**config.mk**
```make
export PLATFORM = sky130hd
export DESIGN_NAME = tile_layer_sprite_generator_flat
export DESIGN_NICKNAME = d
export VERILOG_FILES = /design/src/hdl/tlsg_pkg.sv /design/src/hdl/tlsg_if.sv /design/src/hdl/tlsg_serdiv.sv /design/src/hdl/tlsg_sermul.sv /design/src/hdl/tile_layer_sprite_generator.sv /design/src/flat_wrapper.sv
export SDC_FILE = /design/constraint.sdc
export NUM_CORES = 2
export LEC_CHECK = 0
export BUFFER_PORTS_ARGS = -buffer_cell sky130_fd_sc_hd__buf_2
export CAP_MARGIN = 40
export CELL_PAD_IN_SITES_DETAIL_PLACEMENT = 1
export CELL_PAD_IN_SITES_GLOBAL_PLACEMENT = 1
export CORE_ASPECT_RATIO = 0.5
export CORE_MARGIN = 5
export CORE_UTILIZATION = 45
export DETAILED_ROUTE_END_ITERATION = 8
export HOLD_SLACK_MARGIN = 0.1
export PLACE_DENSITY_LB_ADDON = 0.1
export SLEW_MARGIN = 20
export SYNTH_ARGS = -nofsm -noshare
export SYNTH_HDL_FRONTEND = slang
export SYNTH_HIERARCHICAL = 1
export SYNTH_SLANG_ARGS = --single-unit
```
**constraint.sdc**
```tcl
create_clock -name i_clk -period 7.2 [get_ports i_clk]
set_input_delay 1.08 -clock i_clk [delete_from_list [all_inputs] [get_ports i_clk]]
set_output_delay 1.08 -clock i_clk [all_outputs]
set_load 0.01 [all_outputs]
```
**src/hdl/tlsg_pkg.sv**
```systemverilog
// Package for the tile layer sprite generator: widths, register codes,
// reset values, FSM states and the request structs of the serial units.
// No dependencies.
package tlsg_pkg;

    localparam int DEF_MAX_MAP_SIDE = 256;

    localparam int TILE_W  = 16;
    localparam int POS_W   = 25;
    localparam int UV_W    = 17;
    localparam int CNT_W   = 5;
    localparam int DIV_W   = 17;
    localparam int STEP_W  = 15;
    localparam int ACC_W   = 31;
    localparam int PROD_W  = 26;
    localparam int CFG_IW  = 3;
    localparam int CFG_DW  = 16;

    localparam logic [TILE_W-1:0] EMPTY_TILE = 16'hFFFF;
    localparam logic [UV_W-1:0]   UV_SAT     = 17'd131071;
    localparam logic signed [ACC_W-1:0] POS_HI = 31'sd16777215;
    localparam logic signed [ACC_W-1:0] POS_LO = -31'sd16777215;

    localparam logic [CNT_W-1:0] DIVMOD_STEPS = 5'd16;
    localparam logic [CNT_W-1:0] CORNER_STEPS = 5'd17;
    localparam logic [CNT_W-1:0] MUL_STEPS    = 5'd16;

    localparam logic [8:0]  RST_ATLAS_COLUMNS = 9'd1;
    localparam logic [8:0]  RST_TILE_W        = 9'd16;
    localparam logic [8:0]  RST_TILE_H        = 9'd16;
    localparam logic [12:0] RST_SHEET_W       = 13'd256;
    localparam logic [12:0] RST_SHEET_H       = 13'd256;
    localparam logic [8:0]  RST_MAP_W         = 9'd16;
    localparam logic [8:0]  RST_MAP_H         = 9'd16;
    localparam logic [15:0] RST_CELL_SIZE     = 16'd256;

    typedef enum logic [CFG_IW-1:0] {
        CFG_ATLAS_COLUMNS = 3'd0,
        CFG_TILE_W        = 3'd1,
        CFG_TILE_H        = 3'd2,
        CFG_SHEET_W       = 3'd3,
        CFG_SHEET_H       = 3'd4,
        CFG_MAP_W         = 3'd5,
        CFG_MAP_H         = 3'd6,
        CFG_CELL_SIZE     = 3'd7
    } t_cfg_idx;

    typedef enum logic [3:0] {
        S_IDLE,
        S_DIVMOD,
        S_MUL_A,
        S_START_A,
        S_WAIT_A,
        S_MUL_B,
        S_START_B,
        S_WAIT_B,
        S_OUT
    } t_state;

    typedef struct packed {
        logic             start;
        logic [CNT_W-1:0] steps;
        logic [DIV_W-1:0] rem_init;
        logic [DIV_W-1:0] dvd_bits;
        logic [DIV_W-1:0] divisor;
    } t_div_req;

    typedef struct packed {
        logic                     start;
        logic signed [STEP_W-1:0] mcand;
        logic [15:0]              mplier;
    } t_mul_req;

endpackage

```
**src/hdl/tlsg_if.sv**
```systemverilog
// Handshake interfaces of the tile layer sprite generator: tile input,
// sprite output and configuration write channel. Depends on tlsg_pkg.
interface tlsg_tile_if;
    logic                          valid;
    logic                          ready;
    logic [tlsg_pkg::TILE_W-1:0]   cell_tile;
    modport source (output valid, cell_tile, input ready);
    modport sink   (input valid, cell_tile, output ready);
endinterface

interface tlsg_sprite_if;
    logic                              valid;
    logic                              ready;
    logic signed [tlsg_pkg::POS_W-1:0] pos_x;
    logic signed [tlsg_pkg::POS_W-1:0] pos_y;
    logic [tlsg_pkg::UV_W-1:0]         uv_min_u;
    logic [tlsg_pkg::UV_W-1:0]         uv_min_v;
    logic [tlsg_pkg::UV_W-1:0]         uv_max_u;
    logic [tlsg_pkg::UV_W-1:0]         uv_max_v;
    modport source (output valid, pos_x, pos_y, uv_min_u, uv_min_v, uv_max_u, uv_max_v,
                    input ready);
    modport sink   (input valid, pos_x, pos_y, uv_min_u, uv_min_v, uv_max_u, uv_max_v,
                    output ready);
endinterface

interface tlsg_cfg_if;
    logic                        valid;
    logic                        ready;
    logic [tlsg_pkg::CFG_IW-1:0] index;
    logic [tlsg_pkg::CFG_DW-1:0] data;
    modport source (output valid, index, data, input ready);
    modport sink   (input valid, index, data, output ready);
endinterface

```
**src/hdl/tlsg_serdiv.sv**
```systemverilog
// Radix-2 restoring divider, one quotient bit per cycle.
// Depends on tlsg_pkg (t_div_req, widths).
module tlsg_serdiv (
    input  logic                         i_clk,
    input  logic                         i_rst_n,
    input  tlsg_pkg::t_div_req           i_req,
    output logic                         o_busy,
    output logic [tlsg_pkg::DIV_W-1:0]   o_quo,
    output logic [tlsg_pkg::DIV_W-1:0]   o_rem
);
    logic [tlsg_pkg::CNT_W-1:0] r_cnt;
    logic [tlsg_pkg::DIV_W-1:0] r_rem;
    logic [tlsg_pkg::DIV_W-1:0] r_bits;
    logic [tlsg_pkg::DIV_W-1:0] r_div;
    logic [tlsg_pkg::DIV_W-1:0] r_quo;
    logic [tlsg_pkg::DIV_W+1:0] diff;
    logic                       qbit;

    assign diff = {1'b0, r_rem, r_bits[tlsg_pkg::DIV_W-1]} - {2'b00, r_div};
    assign qbit = ~diff[tlsg_pkg::DIV_W+1];

    always_ff @(posedge i_clk) begin
        if (!i_rst_n) begin
            r_cnt <= '0;
        end else if (i_req.start) begin
            r_cnt <= i_req.steps;
        end else if (r_cnt != '0) begin
            r_cnt <= r_cnt - 1'b1;
        end
    end

    always_ff @(posedge i_clk) begin
        if (i_req.start) begin
            r_rem  <= i_req.rem_init;
            r_bits <= i_req.dvd_bits;
            r_div  <= i_req.divisor;
            r_quo  <= '0;
        end else if (r_cnt != '0) begin
            r_rem  <= qbit ? diff[tlsg_pkg::DIV_W-1:0]
                           : {r_rem[tlsg_pkg::DIV_W-2:0], r_bits[tlsg_pkg::DIV_W-1]};
            r_bits <= {r_bits[tlsg_pkg::DIV_W-2:0], 1'b0};
            r_quo  <= {r_quo[tlsg_pkg::DIV_W-2:0], qbit};
        end
    end

    assign o_busy = (r_cnt != '0);
    assign o_quo  = r_quo;
    assign o_rem  = r_rem;
endmodule

```
**src/hdl/tlsg_sermul.sv**
```systemverilog
// Bit-serial signed-by-unsigned multiplier, multiplier MSB first, with
// saturation of the product to the 25-bit position range. Depends on tlsg_pkg.
module tlsg_sermul (
    input  logic                              i_clk,
    input  logic                              i_rst_n,
    input  tlsg_pkg::t_mul_req                i_req,
    output logic                              o_busy,
    output logic signed [tlsg_pkg::POS_W-1:0] o_prod
);
    logic [tlsg_pkg::CNT_W-1:0]         r_cnt;
    logic signed [tlsg_pkg::ACC_W-1:0]  r_acc;
    logic signed [tlsg_pkg::STEP_W-1:0] r_mcand;
    logic [15:0]                        r_mplier;
    logic signed [tlsg_pkg::ACC_W-1:0]  addend;

    assign addend = r_mplier[15]
        ? {{(tlsg_pkg::ACC_W-tlsg_pkg::STEP_W){r_mcand[tlsg_pkg::STEP_W-1]}}, r_mcand}
        : '0;

    always_ff @(posedge i_clk) begin
        if (!i_rst_n) begin
            r_cnt <= '0;
        end else if (i_req.start) begin
            r_cnt <= tlsg_pkg::MUL_STEPS;
        end else if (r_cnt != '0) begin
            r_cnt <= r_cnt - 1'b1;
        end
    end

    always_ff @(posedge i_clk) begin
        if (i_req.start) begin
            r_acc    <= '0;
            r_mcand  <= i_req.mcand;
            r_mplier <= i_req.mplier;
        end else if (r_cnt != '0) begin
            r_acc    <= (r_acc <<< 1) + addend;
            r_mplier <= {r_mplier[14:0], 1'b0};
        end
    end

    always_comb begin
        if (r_acc > tlsg_pkg::POS_HI) begin
            o_prod = tlsg_pkg::POS_HI[tlsg_pkg::POS_W-1:0];
        end else if (r_acc < tlsg_pkg::POS_LO) begin
            o_prod = tlsg_pkg::POS_LO[tlsg_pkg::POS_W-1:0];
        end else begin
            o_prod = r_acc[tlsg_pkg::POS_W-1:0];
        end
    end

    assign o_busy = (r_cnt != '0);
endmodule

```
**src/hdl/tile_layer_sprite_generator.sv**
```systemverilog
// Tile layer sprite generator top level: cell counters, configuration
// registers, sequencer and output register. Depends on tlsg_pkg, tlsg_if,
// tlsg_serdiv and tlsg_sermul.
//
//   port      dir   payload                                   done when
//   i_tile    in    cell_tile                                 valid & ready
//   o_sprite  out   pos_x pos_y uv_min_u/v uv_max_u/v         valid & ready
//   i_cfg     in    index (0..7), data                        valid & ready
//
// A cell is accepted in S_IDLE; an empty cell ends there. Any other cell
// runs a 16-step id divmod in S_DIVMOD, then two 17-step corner divisions
// (min, then max), each through a product, a start and a wait state, and
// S_OUT loads the output register. The two position multipliers run beside
// the divmod.
// i_rst_n is synchronous: counters clear, registers take their defaults.
// A result waits in the output register while the next cell is taken; the
// sequencer only stalls at its last step when that register is still full and o_sprite.ready is low.
module tile_layer_sprite_generator #(
    parameter int MAX_MAP_SIDE = tlsg_pkg::DEF_MAX_MAP_SIDE
) (
    input  logic          i_clk,
    input  logic          i_rst_n,
    tlsg_tile_if.sink     i_tile,
    tlsg_cfg_if.sink      i_cfg,
    tlsg_sprite_if.source o_sprite
);
    localparam int CW = (MAX_MAP_SIDE > 1) ? $clog2(MAX_MAP_SIDE) : 1;

    // configuration
    logic [8:0]  r_atlas_columns;
    logic [8:0]  r_tile_w;
    logic [8:0]  r_tile_h;
    logic [12:0] r_sheet_w;
    logic [12:0] r_sheet_h;
    logic [8:0]  r_map_w;
    logic [8:0]  r_map_h;
    logic [15:0] r_cell_size;

    logic [CW-1:0] r_col;
    logic [CW-1:0] r_row;

    tlsg_pkg::t_state r_state;
    tlsg_pkg::t_state n_state;

    logic [tlsg_pkg::TILE_W-1:0] r_c;
    logic [tlsg_pkg::TILE_W-1:0] r_r;
    logic [tlsg_pkg::PROD_W-1:0] r_prod_u;
    logic [tlsg_pkg::PROD_W-1:0] r_prod_v;
    logic                        r_sat_u;
    logic                        r_sat_v;
    logic [tlsg_pkg::UV_W-1:0]   r_min_u;
    logic [tlsg_pkg::UV_W-1:0]   r_min_v;

    logic                              r_ov;
    logic signed [tlsg_pkg::POS_W-1:0] r_pos_x;
    logic signed [tlsg_pkg::POS_W-1:0] r_pos_y;
    logic [tlsg_pkg::UV_W-1:0]         r_uv_min_u;
    logic [tlsg_pkg::UV_W-1:0]         r_uv_min_v;
    logic [tlsg_pkg::UV_W-1:0]         r_uv_max_u;
    logic [tlsg_pkg::UV_W-1:0]         r_uv_max_v;

    logic [8:0]  w_eff;
    logic [8:0]  h_eff;
    logic [12:0] col_ext;
    logic [12:0] row_ext;
    logic [12:0] col_inc;
    logic [12:0] row_inc;
    logic        col_wrap;
    logic        row_wrap;
    logic signed [tlsg_pkg::STEP_W-1:0] steps_x;
    logic signed [tlsg_pkg::STEP_W-1:0] steps_y;

    logic in_acc;
    logic is_empty;
    logic load_out;
    logic sat_u;
    logic sat_v;
    logic [tlsg_pkg::UV_W-1:0] idx_u;
    logic [tlsg_pkg::UV_W-1:0] idx_v;
    logic [tlsg_pkg::UV_W-1:0] max_u;
    logic [tlsg_pkg::UV_W-1:0] max_v;

    tlsg_pkg::t_div_req div_a_req;
    tlsg_pkg::t_div_req div_b_req;
    tlsg_pkg::t_mul_req mul_x_req;
    tlsg_pkg::t_mul_req mul_y_req;
    logic                              div_a_busy;
    logic                              div_b_busy;
    logic                              mul_x_busy;
    logic                              mul_y_busy;
    logic [tlsg_pkg::DIV_W-1:0]        div_a_quo;
    logic [tlsg_pkg::DIV_W-1:0]        div_a_rem;
    logic [tlsg_pkg::DIV_W-1:0]        div_b_quo;
    logic [tlsg_pkg::DIV_W-1:0]        div_b_rem;
    logic signed [tlsg_pkg::POS_W-1:0] mul_x_prod;
    logic signed [tlsg_pkg::POS_W-1:0] mul_y_prod;

    // configuration port
    assign i_cfg.ready = 1'b1;

    always_ff @(posedge i_clk) begin
        if (!i_rst_n) begin
            r_atlas_columns <= tlsg_pkg::RST_ATLAS_COLUMNS;
            r_tile_w        <= tlsg_pkg::RST_TILE_W;
            r_tile_h        <= tlsg_pkg::RST_TILE_H;
            r_sheet_w       <= tlsg_pkg::RST_SHEET_W;
            r_sheet_h       <= tlsg_pkg::RST_SHEET_H;
            r_map_w         <= tlsg_pkg::RST_MAP_W;
            r_map_h         <= tlsg_pkg::RST_MAP_H;
            r_cell_size     <= tlsg_pkg::RST_CELL_SIZE;
        end else if (i_cfg.valid) begin
            case (i_cfg.index)
                tlsg_pkg::CFG_ATLAS_COLUMNS: r_atlas_columns <= i_cfg.data[8:0];
                tlsg_pkg::CFG_TILE_W:        r_tile_w        <= i_cfg.data[8:0];
                tlsg_pkg::CFG_TILE_H:        r_tile_h        <= i_cfg.data[8:0];
                tlsg_pkg::CFG_SHEET_W:       r_sheet_w       <= i_cfg.data[12:0];
                tlsg_pkg::CFG_SHEET_H:       r_sheet_h       <= i_cfg.data[12:0];
                tlsg_pkg::CFG_MAP_W:         r_map_w         <= i_cfg.data[8:0];
                tlsg_pkg::CFG_MAP_H:         r_map_h         <= i_cfg.data[8:0];
                tlsg_pkg::CFG_CELL_SIZE:     r_cell_size     <= i_cfg.data;
                default: ;
            endcase
        end
    end

    // effective map sides: zero acts as one, clamp at MAX_MAP_SIDE
    always_comb begin
        if (r_map_w == '0) begin
            w_eff = 9'd1;
        end else if (32'(r_map_w) > MAX_MAP_SIDE) begin
            w_eff = 9'(MAX_MAP_SIDE);
        end else begin
            w_eff = r_map_w;
        end
        if (r_map_h == '0) begin
            h_eff = 9'd1;
        end else if (32'(r_map_h) > MAX_MAP_SIDE) begin
            h_eff = 9'(MAX_MAP_SIDE);
        end else begin
            h_eff = r_map_h;
        end
    end

    assign col_ext  = 13'(r_col);
    assign row_ext  = 13'(r_row);
    assign col_inc  = col_ext + 13'd1;
    assign row_inc  = row_ext + 13'd1;
    assign col_wrap = (col_inc >= {4'b0, w_eff});
    assign row_wrap = (row_inc >= {4'b0, h_eff});

    assign steps_x = $signed({1'b0, col_ext, 1'b1}) - $signed({6'b0, w_eff});
    assign steps_y = $signed({6'b0, h_eff}) - $signed({1'b0, row_ext, 1'b1});

    assign i_tile.ready = (r_state == tlsg_pkg::S_IDLE);
    assign in_acc       = i_tile.valid && i_tile.ready;
    assign is_empty     = (i_tile.cell_tile == tlsg_pkg::EMPTY_TILE);

    always_ff @(posedge i_clk) begin
        if (!i_rst_n) begin
            r_col <= '0;
            r_row <= '0;
        end else if (in_acc) begin
            if (col_wrap) begin
                r_col <= '0;
                r_row <= row_wrap ? '0 : CW'(row_inc);
            end else begin
                r_col <= CW'(col_inc);
            end
        end
    end

    // corner index: tile column / row, plus one for the max corner
    assign idx_u = (r_state == tlsg_pkg::S_MUL_B) ? {1'b0, r_c} + 17'd1 : {1'b0, r_c};
    assign idx_v = (r_state == tlsg_pkg::S_MUL_B) ? {1'b0, r_r} + 17'd1 : {1'b0, r_r};

    // quotient would pass 17 bits (or sheet is zero) exactly when prod >= 2*sheet
    assign sat_u = (r_prod_u >= {12'b0, r_sheet_w, 1'b0});
    assign sat_v = (r_prod_v >= {12'b0, r_sheet_h, 1'b0});

    assign max_u = r_sat_u ? tlsg_pkg::UV_SAT : div_a_quo;
    assign max_v = r_sat_v ? tlsg_pkg::UV_SAT : div_b_quo;

    always_comb begin
        n_state   = r_state;
        load_out  = 1'b0;
        div_a_req = '0;
        div_b_req = '0;
        mul_x_req = '0;
        mul_y_req = '0;

        mul_x_req.mcand  = steps_x;
        mul_x_req.mplier = r_cell_size;
        mul_y_req.mcand  = steps_y;
        mul_y_req.mplier = r_cell_size;

        case (r_state)
            tlsg_pkg::S_IDLE: begin
                div_a_req.steps    = tlsg_pkg::DIVMOD_STEPS;
                div_a_req.dvd_bits = {i_tile.cell_tile, 1'b0};
                div_a_req.divisor  = {8'b0, r_atlas_columns};
                if (in_acc && !is_empty) begin
                    div_a_req.start = 1'b1;
                    mul_x_req.start = 1'b1;
                    mul_y_req.start = 1'b1;
                    n_state         = tlsg_pkg::S_DIVMOD;
                end
            end
            tlsg_pkg::S_DIVMOD: begin
                if (!div_a_busy && !mul_x_busy && !mul_y_busy) begin
                    n_state = tlsg_pkg::S_MUL_A;
                end
            end
            tlsg_pkg::S_MUL_A: begin
                n_state = tlsg_pkg::S_START_A;
            end
            tlsg_pkg::S_START_A, tlsg_pkg::S_START_B: begin
                div_a_req.start    = 1'b1;
                div_a_req.steps    = tlsg_pkg::CORNER_STEPS;
                div_a_req.rem_init = r_prod_u[17:1];
                div_a_req.dvd_bits = {r_prod_u[0], 16'b0};
                div_a_req.divisor  = {4'b0, r_sheet_w};
                div_b_req.start    = 1'b1;
                div_b_req.steps    = tlsg_pkg::CORNER_STEPS;
                div_b_req.rem_init = r_prod_v[17:1];
                div_b_req.dvd_bits = {r_prod_v[0], 16'b0};
                div_b_req.divisor  = {4'b0, r_sheet_h};
                n_state = (r_state == tlsg_pkg::S_START_A) ? tlsg_pkg::S_WAIT_A
                                                           : tlsg_pkg::S_WAIT_B;
            end
            tlsg_pkg::S_WAIT_A: begin
                if (!div_a_busy && !div_b_busy) begin
                    n_state = tlsg_pkg::S_MUL_B;
                end
            end
            tlsg_pkg::S_MUL_B: begin
                n_state = tlsg_pkg::S_START_B;
            end
            tlsg_pkg::S_WAIT_B: begin
                if (!div_a_busy && !div_b_busy) begin
                    n_state = tlsg_pkg::S_OUT;
                end
            end
            tlsg_pkg::S_OUT: begin
                if (!r_ov || o_sprite.ready) begin
                    load_out = 1'b1;
                    n_state  = tlsg_pkg::S_IDLE;
                end
            end
            default: begin
                n_state = tlsg_pkg::S_IDLE;
            end
        endcase
    end

    always_ff @(posedge i_clk) begin
        if (!i_rst_n) begin
            r_state <= tlsg_pkg::S_IDLE;
        end else begin
            r_state <= n_state;
        end
    end

    always_ff @(posedge i_clk) begin
        if (r_state == tlsg_pkg::S_DIVMOD) begin
            r_c <= div_a_rem[tlsg_pkg::TILE_W-1:0];
            r_r <= div_a_quo[tlsg_pkg::TILE_W-1:0];
        end
        if (r_state == tlsg_pkg::S_MUL_A || r_state == tlsg_pkg::S_MUL_B) begin
            r_prod_u <= tlsg_pkg::PROD_W'(idx_u) * tlsg_pkg::PROD_W'(r_tile_w);
            r_prod_v <= tlsg_pkg::PROD_W'(idx_v) * tlsg_pkg::PROD_W'(r_tile_h);
        end
        if (r_state == tlsg_pkg::S_START_A || r_state == tlsg_pkg::S_START_B) begin
            r_sat_u <= sat_u;
            r_sat_v <= sat_v;
        end
        if (r_state == tlsg_pkg::S_WAIT_A && !div_a_busy && !div_b_busy) begin
            r_min_u <= max_u;
            r_min_v <= max_v;
        end
    end

    // output register
    always_ff @(posedge i_clk) begin
        if (!i_rst_n) begin
            r_ov <= 1'b0;
        end else if (load_out) begin
            r_ov <= 1'b1;
        end else if (o_sprite.ready) begin
            r_ov <= 1'b0;
        end
    end

    always_ff @(posedge i_clk) begin
        if (load_out) begin
            r_pos_x    <= mul_x_prod;
            r_pos_y    <= mul_y_prod;
            r_uv_min_u <= r_min_u;
            r_uv_min_v <= r_min_v;
            r_uv_max_u <= max_u;
            r_uv_max_v <= max_v;
        end
    end

    assign o_sprite.valid    = r_ov;
    assign o_sprite.pos_x    = r_pos_x;
    assign o_sprite.pos_y    = r_pos_y;
    assign o_sprite.uv_min_u = r_uv_min_u;
    assign o_sprite.uv_min_v = r_uv_min_v;
    assign o_sprite.uv_max_u = r_uv_max_u;
    assign o_sprite.uv_max_v = r_uv_max_v;

    tlsg_serdiv u_div_a (
        .i_clk   (i_clk),
        .i_rst_n (i_rst_n),
        .i_req   (div_a_req),
        .o_busy  (div_a_busy),
        .o_quo   (div_a_quo),
        .o_rem   (div_a_rem)
    );

    tlsg_serdiv u_div_b (
        .i_clk   (i_clk),
        .i_rst_n (i_rst_n),
        .i_req   (div_b_req),
        .o_busy  (div_b_busy),
        .o_quo   (div_b_quo),
        .o_rem   (div_b_rem)
    );

    tlsg_sermul u_mul_x (
        .i_clk   (i_clk),
        .i_rst_n (i_rst_n),
        .i_req   (mul_x_req),
        .o_busy  (mul_x_busy),
        .o_prod  (mul_x_prod)
    );

    tlsg_sermul u_mul_y (
        .i_clk   (i_clk),
        .i_rst_n (i_rst_n),
        .i_req   (mul_y_req),
        .o_busy  (mul_y_busy),
        .o_prod  (mul_y_prod)
    );

    // divider B only runs corner divisions; its remainder is not needed
    logic unused_rem_b;
    assign unused_rem_b = ^div_b_rem;
endmodule
```
**src/flat_wrapper.sv**
```systemverilog
// flat-port wrapper written by rule: the top's interface ports become plain ports
module tile_layer_sprite_generator_flat 
#(
    parameter int MAX_MAP_SIDE = tlsg_pkg::DEF_MAX_MAP_SIDE
)
  (i_clk, i_rst_n, i_tile_valid, i_tile_cell_tile, i_tile_ready, i_cfg_valid, i_cfg_index, i_cfg_data, i_cfg_ready, o_sprite_valid, o_sprite_pos_x, o_sprite_pos_y, o_sprite_uv_min_u, o_sprite_uv_min_v, o_sprite_uv_max_u, o_sprite_uv_max_v, o_sprite_ready);
  tlsg_tile_if i_tile_i ();
  tlsg_cfg_if i_cfg_i ();
  tlsg_sprite_if o_sprite_i ();
  input  logic i_clk;
  input  logic i_rst_n;
  input wire logic [$bits(i_tile_i.valid)-1:0] i_tile_valid;
  input wire logic [$bits(i_tile_i.cell_tile)-1:0] i_tile_cell_tile;
  output wire logic [$bits(i_tile_i.ready)-1:0] i_tile_ready;
  input wire logic [$bits(i_cfg_i.valid)-1:0] i_cfg_valid;
  input wire logic [$bits(i_cfg_i.index)-1:0] i_cfg_index;
  input wire logic [$bits(i_cfg_i.data)-1:0] i_cfg_data;
  output wire logic [$bits(i_cfg_i.ready)-1:0] i_cfg_ready;
  output wire logic [$bits(o_sprite_i.valid)-1:0] o_sprite_valid;
  output wire logic [$bits(o_sprite_i.pos_x)-1:0] o_sprite_pos_x;
  output wire logic [$bits(o_sprite_i.pos_y)-1:0] o_sprite_pos_y;
  output wire logic [$bits(o_sprite_i.uv_min_u)-1:0] o_sprite_uv_min_u;
  output wire logic [$bits(o_sprite_i.uv_min_v)-1:0] o_sprite_uv_min_v;
  output wire logic [$bits(o_sprite_i.uv_max_u)-1:0] o_sprite_uv_max_u;
  output wire logic [$bits(o_sprite_i.uv_max_v)-1:0] o_sprite_uv_max_v;
  input wire logic [$bits(o_sprite_i.ready)-1:0] o_sprite_ready;
  assign i_tile_i.valid = i_tile_valid;
  assign i_tile_i.cell_tile = i_tile_cell_tile;
  assign i_tile_ready = i_tile_i.ready;
  assign i_cfg_i.valid = i_cfg_valid;
  assign i_cfg_i.index = i_cfg_index;
  assign i_cfg_i.data = i_cfg_data;
  assign i_cfg_ready = i_cfg_i.ready;
  assign o_sprite_valid = o_sprite_i.valid;
  assign o_sprite_pos_x = o_sprite_i.pos_x;
  assign o_sprite_pos_y = o_sprite_i.pos_y;
  assign o_sprite_uv_min_u = o_sprite_i.uv_min_u;
  assign o_sprite_uv_min_v = o_sprite_i.uv_min_v;
  assign o_sprite_uv_max_u = o_sprite_i.uv_max_u;
  assign o_sprite_uv_max_v = o_sprite_i.uv_max_v;
  assign o_sprite_i.ready = o_sprite_ready;
  tile_layer_sprite_generator #(.MAX_MAP_SIDE(MAX_MAP_SIDE)) u_core (.i_clk(i_clk), .i_rst_n(i_rst_n), .i_tile(i_tile_i), .i_cfg(i_cfg_i), .o_sprite(o_sprite_i));
endmodule
```
==> results by stage <==
Synthesis:
- Of the total synthesized cell area, the portion taken by AND, OR, NAND and NOR gates is 0.183.
- Sorting the synthesized cells by area gives the leading types as edfxtp_1 (29%), dfxtp_1 (11%), fa_1 (10%).
- The primary flip-flop cell chosen by synthesis mapping is edfxtp_1.
- Of the post-synthesis cell area, the dominant cell type holds 0.289.
- Dividing the synthesized area by the synthesized cell count gives 9.93 um^2.
- Of the synthesized area, sequential elements account for 0.397.
- For this run, the number of Yosys warnings is 6.
- The cell type with the highest aggregate area in the netlist is edfxtp_1.
- The synthesized instance count is 4201.
- The number of enable-type register cells in the synthesized netlist is 402.
- The synthesis-stage register bit count is 626.
- Of the total synthesized cell area, the portion taken by XOR and XNOR cells is 0.0399.
- The post-synthesis compound-gate area fraction came to 0.128.
- The dominant combinational cell family by area after synthesis is simple AND/OR/NAND/NOR gates.
- The cell area after synthesis is 41700 um^2.
- The async set or reset register ratio after synthesis is 0.
- The adder and majority cell fraction of the synthesized area is 0.172.
- The synthesized netlist contains 114 unique library cells.
- The portion of synthesized area spent on multiplexers is 0.0224.

Clock tree:
- The TritonCTS buffer count is 60.
- TritonCTS built the clock tree.
- The clock sink count is 626.
- In this run, post-CTS hold repair placed 0 buffers.
- In this run the clock root is driven by a clkbuf_16.
- After clock tree synthesis, the clock-pin slew on the worst setup and hold paths is 70 ps.
- The later pin in the worst-skew pair is clocked with a latency of 670 ps.
- The number of buffers on the longest clock path is 3.
- The H-tree was split into 2 levels.
- The number of setup buffers added after CTS is 0.
- In this run, post-CTS repair resized a total of 0 instances.

Worst setup path:
- Following the worst setup path forward leads to its endpoint at u_core/r_prod_u[23].
- The number of cells on the worst reg-to-reg path is 20.
- The setup check on the worst reg-to-reg path leaves a slack of 280 ps.
- The critical path arrival is 7320 ps.
- STA classifies the critical path startpoint as a flop.
- For the worst setup path, the data required time is 7600 ps.
- The type of the worst setup path is flop to flop.
- The endpoint identified for the worst register-to-register timing path is u_core/r_prod_u[23].
- The worst reg2reg path startpoint is u_core/r_state[1].
- The endpoint class of the critical path is a flop.
- The largest fanout on the critical path is 13.
- The launch point of the critical path is u_core/r_state[1].

Global route:
- The initial antenna violation count was 7.
- Summed over all layers, the global routing overflow is 0.
- The first global-routing pass estimated 184000 um of wire.
- The overall fraction of global-route tracks in use is 0.229.
- The maximum number of pins on one net before global-route repair is 107.
- The via count of the first global-routing pass is 32400.

Drt:
- The routed design has 114000 um of wire.
- The number of design-rule violations left by the first detailed-router iteration is 1996.
- The remaining routing DRC violations is 0.
- The count of TritonRoute iterations in the first routing pass is 5.
- The average via count per standard cell is 5.54.
- Dividing the detail-routed wire length by the instance count gives 20.5 um.
- The count of nets left with antenna violations after detail routing is 0.
- The via count is 31000.

Final layout:
- The top cell types in the final layout, fill and taps aside, are nand2_1 (559), edfxtp_1 (402), inv_1 (398).
- The layout has 10100 filler cells.
- The fraction of the core area covered by cells at the end of the flow is 0.505.
- Of the cells placed in the final design, the portion with a size suffix greater than 1 is 0.120.
- After routing the design area is 46100 um^2.
- The most frequent standard cell in the layout excluding fill and tap cells is nand2_1.
- At the end of the flow, the number of nets in the layout was 4782.
- From synthesis to final layout, the design area changed by 10.5%.
- The finished layout holds 5593 standard cells, fillers aside.

STA:
- The highest achievable clock rate is 0.145 GHz.
- The number of max-slew violations in the final report is 0.
- In this run the tightest slew margin relative to its limit is 0.379.
- Setup violations remaining at the end of the flow were counted as 0.
- Setup repair after global routing left no endpoint under its margin.
- The number of hold violations in the final report came to 0.
- The final period demand of the worst path is 6920 ps.
- The smallest hold slack is 387 ps.
- Summed over all failing endpoints, the final setup total negative slack is 0 ps.
- The maximum clock skew at final layout is 41.1 ps.
- The pin slew with the least headroom to its limit is 918 ps.
- The part of the cycle the worst path needs is 0.961.

Floorplan:
- For this configuration, the core starts out at a cell density of 0.457.
- Pin placement for this block handled 161 I/O pins.
- The total area inside the core boundary comes to 91300 um^2.
- The floorplan step defined a die boundary enclosing 99200 um^2.
- The die is 441 um wide.
- The chip height is 225 um.
- The floorplan has 78 rows.

Placement:
- Once placement finished, the instance area stood at 43800 um^2.
- In this run the tool buffered the top-level ports with 159 buffer cells.
- The HPWL after detailed placement is 83200 um.
- Including well taps, the total number of placed cells is 5470.
- Routability-driven placement finished with a final weighted congestion of 0.865.

Power:
- The static leakage is 18.9 nW.
- The power per cell area is 351 nW/um^2.
- VDD sags by at most 220 uV.

Min path:
- The worst min-delay path class is flop to flop.

Flow run:
- The total of max-cap violations is 0.

Status:
- The flow ran to the end, and the final reports show no timing, DRC or antenna violations.
==> stage by stage <==
| stage | total power, mW | setup WS [ps] |
|---|---|---|
| 2_1_floorplan | 10.7 | 223 |
| 3_3_place_gp | 12.3 | 539 |
| 3_5_place_dp | 12.7 | 297 |
| 4_1_cts | 16.2 | 233 |
| 5_1_grt | 17.3 | 44.8 |
| 6_report | 16.2 | 280 |
==> critical path: stages, from the launching register on <==
cell and delay [ps]:
dfxtp_1 300, buf_4 170, and4bb_1 510, buf_4 270
and4_1 400, xor2_1 640, and2_1 250, fa_1 450
fa_1 520, fa_1 560, inv_1 60, fa_1 530
inv_1 40, ha_1 360, a211oi_2 270, o21ai_1 140
a211o_1 280, a311oi_2 390, o31ai_2 190, a31oi_1 230
xnor2_1 120
==> sequential cells by signal (all words and copies together), names as in the netlist, 17 cells and up <==
name / cells
u_core/o_sprite.uv_max_u: 17
u_core/u_div_b/o_rem: 17
u_core/u_mul_x/r_acc: 31
u_core/u_div_b/o_quo: 17
u_core/u_div_a/o_quo: 17
u_core/o_sprite.pos_y: 25
u_core/o_sprite.uv_max_v: 17
u_core/u_div_b/r_div: 17
u_core/o_sprite.uv_min_u: 17
u_core/u_div_a/r_div: 17
u_core/u_div_a/o_rem: 17
u_core/o_sprite.pos_x: 25
u_core/r_min_u: 17
u_core/r_prod_u: 26
u_core/u_div_b/r_bits: 17
u_core/u_mul_y/r_acc: 31
u_core/o_sprite.uv_min_v: 17
u_core/r_prod_v: 26
u_core/r_min_v: 17
u_core/u_div_a/r_bits: 17
==> logic make-up after synthesis <==
| logic type | Yosys count |
|---|---|
| AO/OA/AOI/OAI | 759 |
| XOR/XNOR | 173 |
| adder cells (fa/ha/maj) | 444 |
| buffers and inverters | 607 |
| flip-flops | 626 |
| multiplexers | 84 |
| other | 2 |
| AND/OR/NAND/NOR | 1506 |
==> cells in the mapped netlist (8+ instances only) <==
master	number
or2_2	46
nand4_1	39
xnor2_1	108
a211o_1	14
nor3b_1	15
a211oi_1	34
a221o_1	8
a22oi_1	13
dfxtp_1	224
a31oi_1	21
o21bai_1	14
buf_1	19
o21ai_0	91
edfxtp_1	402
nand3b_1	24
a22o_1	15
clkbuf_2	8
nor2b_1	76
o311ai_0	16
o211ai_1	14
xnor2_2	13
o21ai_1	10
fa_1	218
clkbuf_1	142
xor2_1	45
buf_2	27
or3_1	23
nand2_1	559
nand3_1	87
and2_1	268
and3_1	30
inv_1	398
nand2b_1	34
ha_1	224
mux2_2	69
nor4_1	25
mux2i_1	14
nor3_1	71
a21boi_0	87
o31ai_1	17
o21a_1	31
nor2_1	156
a21oi_1	187
a21o_1	91
or4_1	10
==> power breakdown <==
group | leakage (nW) | internal, mW | total, mW | switching, mW
clock network | 1.03 | 1.95 | 3.47 | 1.52
logic | 12.3 | 2.69 | 6.92 | 4.22
registers | 5.64 | 5.00 | 5.79 | 0.794
total | 18.9 | 9.64 | 16.2 | 6.54
==> worst min path at each step <==
stage / from / to / slack (ps) / depth (start not counted)
2_1_floorplan: u_core/r_min_u[0] / u_core/o_sprite.uv_min_u[0] / 400 / 0
3_3_place_gp: u_core/r_min_u[8] / u_core/o_sprite.uv_min_u[8] / 400 / 0
3_5_place_dp: u_core/r_min_u[12] / u_core/o_sprite.uv_min_u[12] / 410 / 0
4_1_cts: u_core/r_min_u[15] / u_core/o_sprite.uv_min_u[15] / 370 / 0
5_1_grt: u_core/r_min_u[15] / u_core/o_sprite.uv_min_u[15] / 410 / 0
6_report: u_core/r_min_u[15] / u_core/o_sprite.uv_min_u[15] / 390 / 0
==> routing by layer <==
layer	global-route usage	up-vias	wire length (um)
li1	-	14500	-
met1	0.321	15800	54200
met2	0.389	481	54400
met3	0.0257	130	3830
met4	0.0433	0	1980
met5	0	-	0
==> layout make-up <==
cell class,count,area [um^2],area share
Antenna cell,2,5.00,0.000109
Clock buffer,71,1620,0.0351
Clock inverter,42,523,0.0114
Inverter,401,1510,0.0327
Multi-Input combinational cell,2998,23000,0.498
Sequential cell,626,16600,0.359
Tap cell,1240,1550,0.0337
Timing Repair Buffer,213,1350,0.0292
Note: power is estimated with default switching activity, not from simulation.
